==> src/rtl/core/qdv_pkg.sv <==
// qdv_pkg: widths, step codes and stage payload types for the quadrature
// decoder with velocity. No dependencies; used by every other file.
package qdv_pkg;

	localparam int COUNT_BITS   = 32;
	localparam int SPEED_BITS   = 16;
	localparam int SCALE_BITS   = 16;
	localparam int PROD_BITS    = COUNT_BITS + SCALE_BITS;
	localparam int POS_OUT_BITS = 32;
	localparam int VEL_OUT_BITS = 16;

	localparam logic [SCALE_BITS-1:0] SCALE_RESET = 16'd11932;

	// input action codes
	localparam logic ACT_SAMPLE = 1'b0;
	localparam logic ACT_TICK   = 1'b1;

	typedef enum logic [1:0] {
		DIR_NONE = 2'd0,
		DIR_UP   = 2'd1,
		DIR_DOWN = 2'd2
	} dir_t;

	// x4 decode of {previous A, previous B, new A, new B}
	function automatic dir_t step_dir(input logic [3:0] code);
		dir_t d;
		case (code)
			4'b1101, 4'b0100, 4'b0010, 4'b1011: d = DIR_UP;
			4'b1110, 4'b0111, 4'b0001, 4'b1000: d = DIR_DOWN;
			default:                            d = DIR_NONE;
		endcase
		return d;
	endfunction

	// count change since last tick, with the new position
	typedef struct packed {
		logic                  tick;
		logic [COUNT_BITS-1:0] diff;
		logic [COUNT_BITS-1:0] pos;
	} qdv_delta_t;

	// sign and magnitude of the change
	typedef struct packed {
		logic                  tick;
		logic                  neg;
		logic [COUNT_BITS-1:0] mag;
		logic [COUNT_BITS-1:0] pos;
	} qdv_mag_t;

	// scaled magnitude
	typedef struct packed {
		logic                  tick;
		logic                  neg;
		logic [PROD_BITS-1:0]  prod;
		logic [COUNT_BITS-1:0] pos;
	} qdv_prod_t;

endpackage

==> src/rtl/core/qdv_if.sv <==
// qdv_if: valid/ready channel interfaces for phase samples and results.
// Depends on qdv_pkg for the output widths.
interface qdv_sample_if;
	logic valid;
	logic ready;
	logic action;
	logic phase_a;
	logic phase_b;

	modport source (output valid, output action, output phase_a, output phase_b,
		input ready);
	modport sink (input valid, input action, input phase_a, input phase_b,
		output ready);
endinterface

interface qdv_result_if;
	logic                                valid;
	logic                                ready;
	logic signed [qdv_pkg::VEL_OUT_BITS-1:0] velocity_mm_s;
	logic signed [qdv_pkg::POS_OUT_BITS-1:0] position_count;

	modport source (output valid, output velocity_mm_s, output position_count,
		input ready);
	modport sink (input valid, input velocity_mm_s, input position_count,
		output ready);
endinterface

==> src/rtl/core/qdv_decode.sv <==
// qdv_decode: input register, x4 phase decode and position state.
// Depends on qdv_pkg.
module qdv_decode
	import qdv_pkg::*;
(
	input  logic       clk,
	input  logic       arst_n,
	input  logic       en,
	input  logic       take,
	input  logic       action,
	input  logic       phase_a,
	input  logic       phase_b,
	output logic       valid_s2,
	output qdv_delta_t delta_s2
);

	logic                  valid_s1;
	logic                  action_s1;
	logic [1:0]            phase_s1;
	logic [1:0]            last_phase_q;
	logic [COUNT_BITS-1:0] position_q;
	logic [COUNT_BITS-1:0] pos_tick_q;
	logic [COUNT_BITS-1:0] pos_next;
	dir_t                  dir;

	// input register
	always_ff @(posedge clk or negedge arst_n) begin
		if (!arst_n) begin
			valid_s1 <= 1'b0;
		end else if (en) begin
			valid_s1 <= take;
		end
	end

	always_ff @(posedge clk) begin
		if (en && take) begin
			action_s1 <= action;
			phase_s1  <= {phase_a, phase_b};
		end
	end

	// step decode and next count
	always_comb begin
		dir      = step_dir({last_phase_q, phase_s1});
		pos_next = position_q;
		if (action_s1 == ACT_SAMPLE) begin
			case (dir)
				DIR_UP:   pos_next = position_q + COUNT_BITS'(1);
				DIR_DOWN: pos_next = position_q - COUNT_BITS'(1);
				default:  pos_next = position_q;
			endcase
		end
	end

	// decoder state
	always_ff @(posedge clk or negedge arst_n) begin
		if (!arst_n) begin
			last_phase_q <= '0;
			position_q   <= '0;
			pos_tick_q   <= '0;
		end else if (en && valid_s1) begin
			if (action_s1 == ACT_SAMPLE) begin
				last_phase_q <= phase_s1;
				position_q   <= pos_next;
			end else begin
				pos_tick_q <= position_q;
			end
		end
	end

	// stage 2 register
	always_ff @(posedge clk or negedge arst_n) begin
		if (!arst_n) begin
			valid_s2 <= 1'b0;
		end else if (en) begin
			valid_s2 <= valid_s1;
		end
	end

	always_ff @(posedge clk) begin
		if (en && valid_s1) begin
			delta_s2.tick <= (action_s1 == ACT_TICK);
			delta_s2.diff <= position_q - pos_tick_q;
			delta_s2.pos  <= pos_next;
		end
	end

endmodule

==> src/rtl/core/qdv_speed.sv <==
// qdv_speed: magnitude, Q16 scaling and saturation of the count change;
// holds the velocity state and the result register. Depends on qdv_pkg.
module qdv_speed
	import qdv_pkg::*;
(
	input  logic                         clk,
	input  logic                         arst_n,
	input  logic                         en,
	input  logic                         valid_s2,
	input  qdv_delta_t                   delta_s2,
	input  logic [SCALE_BITS-1:0]        scale,
	output logic                         out_valid_q,
	output logic signed [SPEED_BITS-1:0] velocity_q,
	output logic [COUNT_BITS-1:0]        position_q
);

	localparam logic [COUNT_BITS-1:0] LIM_POS = COUNT_BITS'((64'd1 << (SPEED_BITS - 1)) - 64'd1);
	localparam logic [COUNT_BITS-1:0] LIM_NEG = COUNT_BITS'(64'd1 << (SPEED_BITS - 1));

	logic                  valid_s3;
	logic                  valid_s4;
	qdv_mag_t              mag_s3;
	qdv_prod_t             prod_s4;
	logic [COUNT_BITS-1:0] quot;
	logic [COUNT_BITS-1:0] lim;
	logic [COUNT_BITS-1:0] sat;
	logic [SPEED_BITS-1:0] vel_new;

	// valid pipeline
	always_ff @(posedge clk or negedge arst_n) begin
		if (!arst_n) begin
			valid_s3    <= 1'b0;
			valid_s4    <= 1'b0;
			out_valid_q <= 1'b0;
		end else if (en) begin
			valid_s3    <= valid_s2;
			valid_s4    <= valid_s3;
			out_valid_q <= valid_s4;
		end
	end

	// stage 3: sign and magnitude
	always_ff @(posedge clk) begin
		if (en && valid_s2) begin
			mag_s3.tick <= delta_s2.tick;
			mag_s3.neg  <= delta_s2.diff[COUNT_BITS-1];
			mag_s3.mag  <= delta_s2.diff[COUNT_BITS-1] ? (COUNT_BITS'(0) - delta_s2.diff)
				: delta_s2.diff;
			mag_s3.pos  <= delta_s2.pos;
		end
	end

	// stage 4: scale multiply
	always_ff @(posedge clk) begin
		if (en && valid_s3) begin
			prod_s4.tick <= mag_s3.tick;
			prod_s4.neg  <= mag_s3.neg;
			prod_s4.prod <= PROD_BITS'(mag_s3.mag) * PROD_BITS'(scale);
			prod_s4.pos  <= mag_s3.pos;
		end
	end

	// drop the Q16 fraction and clamp
	always_comb begin
		quot    = prod_s4.prod[PROD_BITS-1:SCALE_BITS];
		lim     = prod_s4.neg ? LIM_NEG : LIM_POS;
		sat     = (quot > lim) ? lim : quot;
		vel_new = prod_s4.neg ? (SPEED_BITS'(0) - sat[SPEED_BITS-1:0]) : sat[SPEED_BITS-1:0];
	end

	// velocity state doubles as the result velocity
	always_ff @(posedge clk or negedge arst_n) begin
		if (!arst_n) begin
			velocity_q <= '0;
		end else if (en && valid_s4 && prod_s4.tick) begin
			velocity_q <= vel_new;
		end
	end

	always_ff @(posedge clk) begin
		if (en && valid_s4) begin
			position_q <= prod_s4.pos;
		end
	end

endmodule

==> src/rtl/core/quadrature_decoder_velocity.sv <==
// Quadrature x4 decoder with tick-based velocity.
//
// Channels: sample (sink) takes transactions carrying action, phase_a and
// phase_b; action 0 is a phase sample, action 1 a timer tick. result
// (source) gives one transaction per sample transaction: the latest
// velocity in mm/s and the signed position count after that item.
// cfg_we/cfg_wdata write the Q16 velocity scale; write only while idle.
//
// Throughput: one transaction per cycle while the result register is free
// or being taken. A sample passes the input register, change register,
// magnitude register, product register, then the result register. The
// path is set by the 32x16 scale multiplier, which has a stage of its own.
//
// Reset clears the position, the tick snapshot, the stored phase and the
// velocity to zero and loads the scale with 11932. When the receiver
// stalls with a result waiting, the whole pipeline holds and sample.ready
// drops in the same cycle; nothing is lost or repeated.
//
// Depends on qdv_pkg, qdv_if, qdv_decode and qdv_speed.
module quadrature_decoder_velocity
	import qdv_pkg::*;
(
	input  logic                  clk,
	input  logic                  arst_n,
	qdv_sample_if.sink            sample,
	qdv_result_if.source          result,
	input  logic                  cfg_we,
	input  logic [SCALE_BITS-1:0] cfg_wdata
);

	logic                         en;
	logic                         take;
	logic                         valid_s2;
	qdv_delta_t                   delta_s2;
	logic [SCALE_BITS-1:0]        scale_q;
	logic                         out_valid;
	logic signed [SPEED_BITS-1:0] velocity;
	logic [COUNT_BITS-1:0]        position;

	// pipeline moves whenever the result register is free or being taken
	assign en           = !out_valid || result.ready;
	assign sample.ready = en;
	assign take         = sample.valid && en;

	// scale register
	always_ff @(posedge clk or negedge arst_n) begin
		if (!arst_n) begin
			scale_q <= SCALE_RESET;
		end else if (cfg_we) begin
			scale_q <= cfg_wdata;
		end
	end

	qdv_decode u_decode (
		.clk      (clk),
		.arst_n   (arst_n),
		.en       (en),
		.take     (take),
		.action   (sample.action),
		.phase_a  (sample.phase_a),
		.phase_b  (sample.phase_b),
		.valid_s2 (valid_s2),
		.delta_s2 (delta_s2)
	);

	qdv_speed u_speed (
		.clk         (clk),
		.arst_n      (arst_n),
		.en          (en),
		.valid_s2    (valid_s2),
		.delta_s2    (delta_s2),
		.scale       (scale_q),
		.out_valid_q (out_valid),
		.velocity_q  (velocity),
		.position_q  (position)
	);

	// sign-extend or cut to the port widths
	assign result.valid          = out_valid;
	assign result.velocity_mm_s  = VEL_OUT_BITS'(signed'(velocity));
	assign result.position_count = POS_OUT_BITS'(signed'(position));

endmodule

==> src/flat_wrapper.sv <==
// flat-port wrapper written by rule: the top's interface ports become plain ports
module quadrature_decoder_velocity_flat import qdv_pkg::*;
  (clk, arst_n, cfg_we, cfg_wdata, sample_valid, sample_action, sample_phase_a, sample_phase_b, sample_ready, result_valid, result_velocity_mm_s, result_position_count, result_ready);
  qdv_sample_if sample_i ();
  qdv_result_if result_i ();
  input  logic clk;
  input  logic arst_n;
  input  logic cfg_we;
  input  logic [SCALE_BITS-1:0] cfg_wdata;
  input wire logic [$bits(sample_i.valid)-1:0] sample_valid;
  input wire logic [$bits(sample_i.action)-1:0] sample_action;
  input wire logic [$bits(sample_i.phase_a)-1:0] sample_phase_a;
  input wire logic [$bits(sample_i.phase_b)-1:0] sample_phase_b;
  output wire logic [$bits(sample_i.ready)-1:0] sample_ready;
  output wire logic [$bits(result_i.valid)-1:0] result_valid;
  output wire logic [$bits(result_i.velocity_mm_s)-1:0] result_velocity_mm_s;
  output wire logic [$bits(result_i.position_count)-1:0] result_position_count;
  input wire logic [$bits(result_i.ready)-1:0] result_ready;
  assign sample_i.valid = sample_valid;
  assign sample_i.action = sample_action;
  assign sample_i.phase_a = sample_phase_a;
  assign sample_i.phase_b = sample_phase_b;
  assign sample_ready = sample_i.ready;
  assign result_valid = result_i.valid;
  assign result_velocity_mm_s = result_i.velocity_mm_s;
  assign result_position_count = result_i.position_count;
  assign result_i.ready = result_ready;
  quadrature_decoder_velocity u_core (.clk(clk), .arst_n(arst_n), .sample(sample_i), .result(result_i), .cfg_we(cfg_we), .cfg_wdata(cfg_wdata));
endmodule
==> config.mk <==
export PLATFORM = sky130hd
export DESIGN_NAME = quadrature_decoder_velocity_flat
export DESIGN_NICKNAME = d
export VERILOG_FILES = /design/src/rtl/core/qdv_pkg.sv /design/src/rtl/core/qdv_if.sv /design/src/rtl/core/qdv_decode.sv /design/src/rtl/core/qdv_speed.sv /design/src/rtl/core/quadrature_decoder_velocity.sv /design/src/flat_wrapper.sv
export SDC_FILE = /design/constraint.sdc
export NUM_CORES = 2
export LEC_CHECK = 0
export ABC_CLOCK_PERIOD_IN_PS = 15700
export BUFFER_PORTS_ARGS = -buffer_cell sky130_fd_sc_hd__buf_2
export CAP_MARGIN = 5
export CORE_MARGIN = 2
export CORE_UTILIZATION = 50
export CTS_CLUSTER_SIZE = 25
export DETAILED_ROUTE_END_ITERATION = 7
export PLACE_DENSITY = 0.67
export RECOVER_POWER = 25
export SLEW_MARGIN = 20
export SYNTH_ARGS = -nofsm -noshare
export SYNTH_HDL_FRONTEND = slang
export SYNTH_SLANG_ARGS = --single-unit
==> constraint.sdc <==
create_clock -name clk -period 15.7 [get_ports clk]
set_input_delay 3.925 -clock clk [delete_from_list [all_inputs] [get_ports clk]]
set_output_delay 3.925 -clock clk [all_outputs]
set_load 0.02 [all_outputs]
==> key figures <==
Status
  • Run status: complete, but fails checks
  • Failing checks: max-capacitance violations, max-slew violations

Worst setup path
  • CP max-delay cell: nand2b_1
  • Crit end category: output port
  • Data required, critical path: around 12 ns
  • Setup crit start kind: input pin
  • CP Max Fanout: 12
  • CP max stage delay: approximately 0.29 ns
  • WP data arrival: about 4.6 ns
  • WS Path Type: input pin to output port
  • Worst-path cell chain: buf_2 -> nand2b_1 -> buf_2
  • Crit-path most repeated cell: buf_2

Placed design
  • Placer congestion estimate: 0.8740
  • Port Buf Inserts: 73
  • Detail Placement HPWL: just over 50 mm
  • Dpl cells: roughly 3700

Die
  • Die W: 252.9 microns
  • Core Region: around 61000 sq um
  • Area of the die: about 64000 sq um
  • I/O Pins: between 70 and 80
  • Die extent in y: roughly 250 microns
  • # rows: 91
  • Initial cell density of the core: 50.38%

Detailed routing
  • Iteration-0 DRC Markers: between 1000 and 1500
  • Average wire per cell in the routed design: between 15 and 20 microns
  • Drt drc: 0
  • Post-DRT Antenna Nets: 0
  • Post-Route WL: 68.53 mm
  • Drt pass-1 iters: 5
  • Via-to-Cell Ratio: between 5 and 6
  • Via count: between 20000 and 25000

Synth
  • Avg Inst Size Synth: between 10 and 15 sq um
  • Top_reg_cell synth: edfxtp_1
  • Post-synth EDFFs: roughly 230
  • Asr flop ratio synth: between 30% and 40%
  • Top cells by area, synth: fa_1 27%, edfxtp_1 22%, ha_1 8.0%
  • Area leader, netlist: fa_1
  • Syn Nets: between 3000 and 4000
  • Syn Std Cell Area: between 30000 and 40000 sq um
  • Mapped Cells: just under 3000
  • Yosys cell types: 65
  • Synth top area share: about 27%
  • YS warnings: 0
  • Post-synthesis sequential area ratio: 30.84%
  • Number of synthesized register bits: around 340

Final layout
  • Layout fillers: between 5000 and 6000
  • Commonest non-fill, non-tap cells in the layout: 487 x inv_1, 419 x fa_1, 414 x nand2_1, 232 x edfxtp_1, 217 x and2_1
  • Share of layout cells above drive strength 1: 8.519%
  • Fin cells: between 3000 and 4000
  • Commonest non-fill, non-tap cell in the layout: inv_1
  • Multi-input gate area: between 15000 and 20000 sq um
  • Nets: ~3600
  • Register area: 9554 sq um
  • Syn-to-layout area delta: 7.512%
  • Antenna cell count: 0

Timing
  • Measured slew at the worst slew-check pin: 1.609 ns
  • Hold slack: 0.4091 ns
  • Count of final hold-check violations: 0
  • Setup TNS Final: 0 ns
  • Worst rel slew slack: -7.284%
  • RSZ-0062 raised after global routing: no
  • Fmax: 118.0 MHz
  • Final setup fails: 0
  • Period minus WS final: approximately 8.5 ns
  • Slew Limit Fails: 32
  • Fin crit share: approximately 54%
  • Clock skew: between 0.015 and 0.02 ns

Global route
  • GRT Total Usage: a little under a quarter
  • Largest net degree at the start of global routing: 67
  • Total grt overflow: 0
  • Initial antenna violation count: 2
  • Vias in the first global route: approximately 22000
  • Global-route wire length before repair: approximately 110 mm

Clocking
  • Total CTS buffers: 38
  • Clock transition at the registers of the reported paths: approximately 0.060 ns
  • CTS tree: yes
  • Hold Buf Count CTS: 0
  • CTS H-tree lvls: 2
  • CTS max path bufs: 3
  • Postcts setup bufs: 0
  • Post-cts resize count: 0
  • Root buffer cell: clkbuf_16
  • Clock Latency Late Sink: between 0.5 and 0.6 ns
  • Clk sink count: between 300 and 400

Hold path
  • Hold crit path type: register to register

Flow run
  • Max-Cap Viols: 1
-- cells by family after synthesis --
| logic type | count (synthesis) | share of synthesized area [%] |
|---|---|---|
| compound gates | 352 | 7.230 |
| xor+xnor | 115 | 3.251 |
| fa+ha+maj | 616 | 35.03 |
| buf+inv | 596 | 7.222 |
| flops | 335 | 30.84 |
| mux | 82 | 2.969 |
| simple gates | 857 | 13.45 |
-- worst paths after layout --
| kind | startpoint | depth (start not counted) | slack (ns) | end |
|---|---|---|---|---|
| worst max-delay path | result_ready | 3 | 7.23 | sample_ready |
| worst min-delay path | u_core.u_speed.mag_s3[64] | 0 | 0.41 | u_core.u_speed.prod_s4[80] |
| worst min register to register | u_core.u_speed.mag_s3[64] | 0 | 0.41 | u_core.u_speed.prod_s4[80] |
| worst max register to register | u_core.scale_q[7] | 21 | 7.78 | u_core.u_speed.prod_s4[78] |
| min in group asynchronous | arst_n | 1 | 3.41 | u_core.u_decode.position_q[28] |
| max in group asynchronous | arst_n | 2 | 11.06 | u_core.scale_q[1] |
-- critical path: cells and delay by family --
family	cells	cell delay, ns
buffers and inverters	2	0.33
and+or+nand+nor	1	0.29
-- sequential cells by signal, indices dropped and copies added (netlist names) --
register                      count
u_core.u_speed.mag_s3            66
u_core.u_decode.pos_tick_q       32
u_core.u_decode.last_phase_q      2
u_core.u_speed.valid_s3           1
u_core.u_decode.action_s1         1
u_core.u_decode.position_q       32
u_core.u_decode.phase_s1          2
u_core.u_speed.prod_s4           66
u_core.u_speed.out_valid_q        1
u_core.u_speed.valid_s4           1
u_core.u_decode.delta_s2         65
u_core.u_decode.valid_s2          1
u_core.u_decode.valid_s1          1
u_core.u_speed.position_q        32
u_core.u_speed.velocity_q        16
u_core.scale_q                   16
-- cells in the mapped netlist, drive strengths merged, types with 39 or more instances --
cell / number
clkbuf: 106
a21o: 39
inv: 488
dfrtp: 95
nand2: 414
and2: 220
fa: 419
mux2: 79
o21ai: 89
a21oi: 100
xnor2: 87
nor2: 76
ha: 197
edfxtp: 232
-- per-layer routing --
layer | vias up | part of all wire [%] | global-route usage (%)
li1 | 9538 | - | -
met3 | 133 | 5.0 | 3.043
met5 | - | 0.019 | 0
met4 | 2 | 3.0 | 7.050
met2 | 504 | 51 | 40.24
met1 | 10540 | 41 | 28.35
-- per-stage QoR --
step	area, sq um	setup WS, ns	util, %
floorplan	30980	7.358	-
global placement	32080	7.237	52.17
detailed placement	32080	7.235	52.17
CTS	33350	7.234	54.24
global route	33310	7.188	54.17
finish	33310	7.226	54.17
-- area by class of cell --
type                            instances  share of cell area (%)
Multi-Input combinational cell       2022                   57.54
Sequential cell                       335                   28.69
Inverter                              488                   5.500
Clock buffer                           50                   3.050
Tap cell                              790                   2.968
Timing Repair Buffer                   91                   1.488
Clock inverter                         19                  0.7701
Power is not shown: default switching activity piles up to over one toggle a cycle in this logic, so the estimate is an artifact.
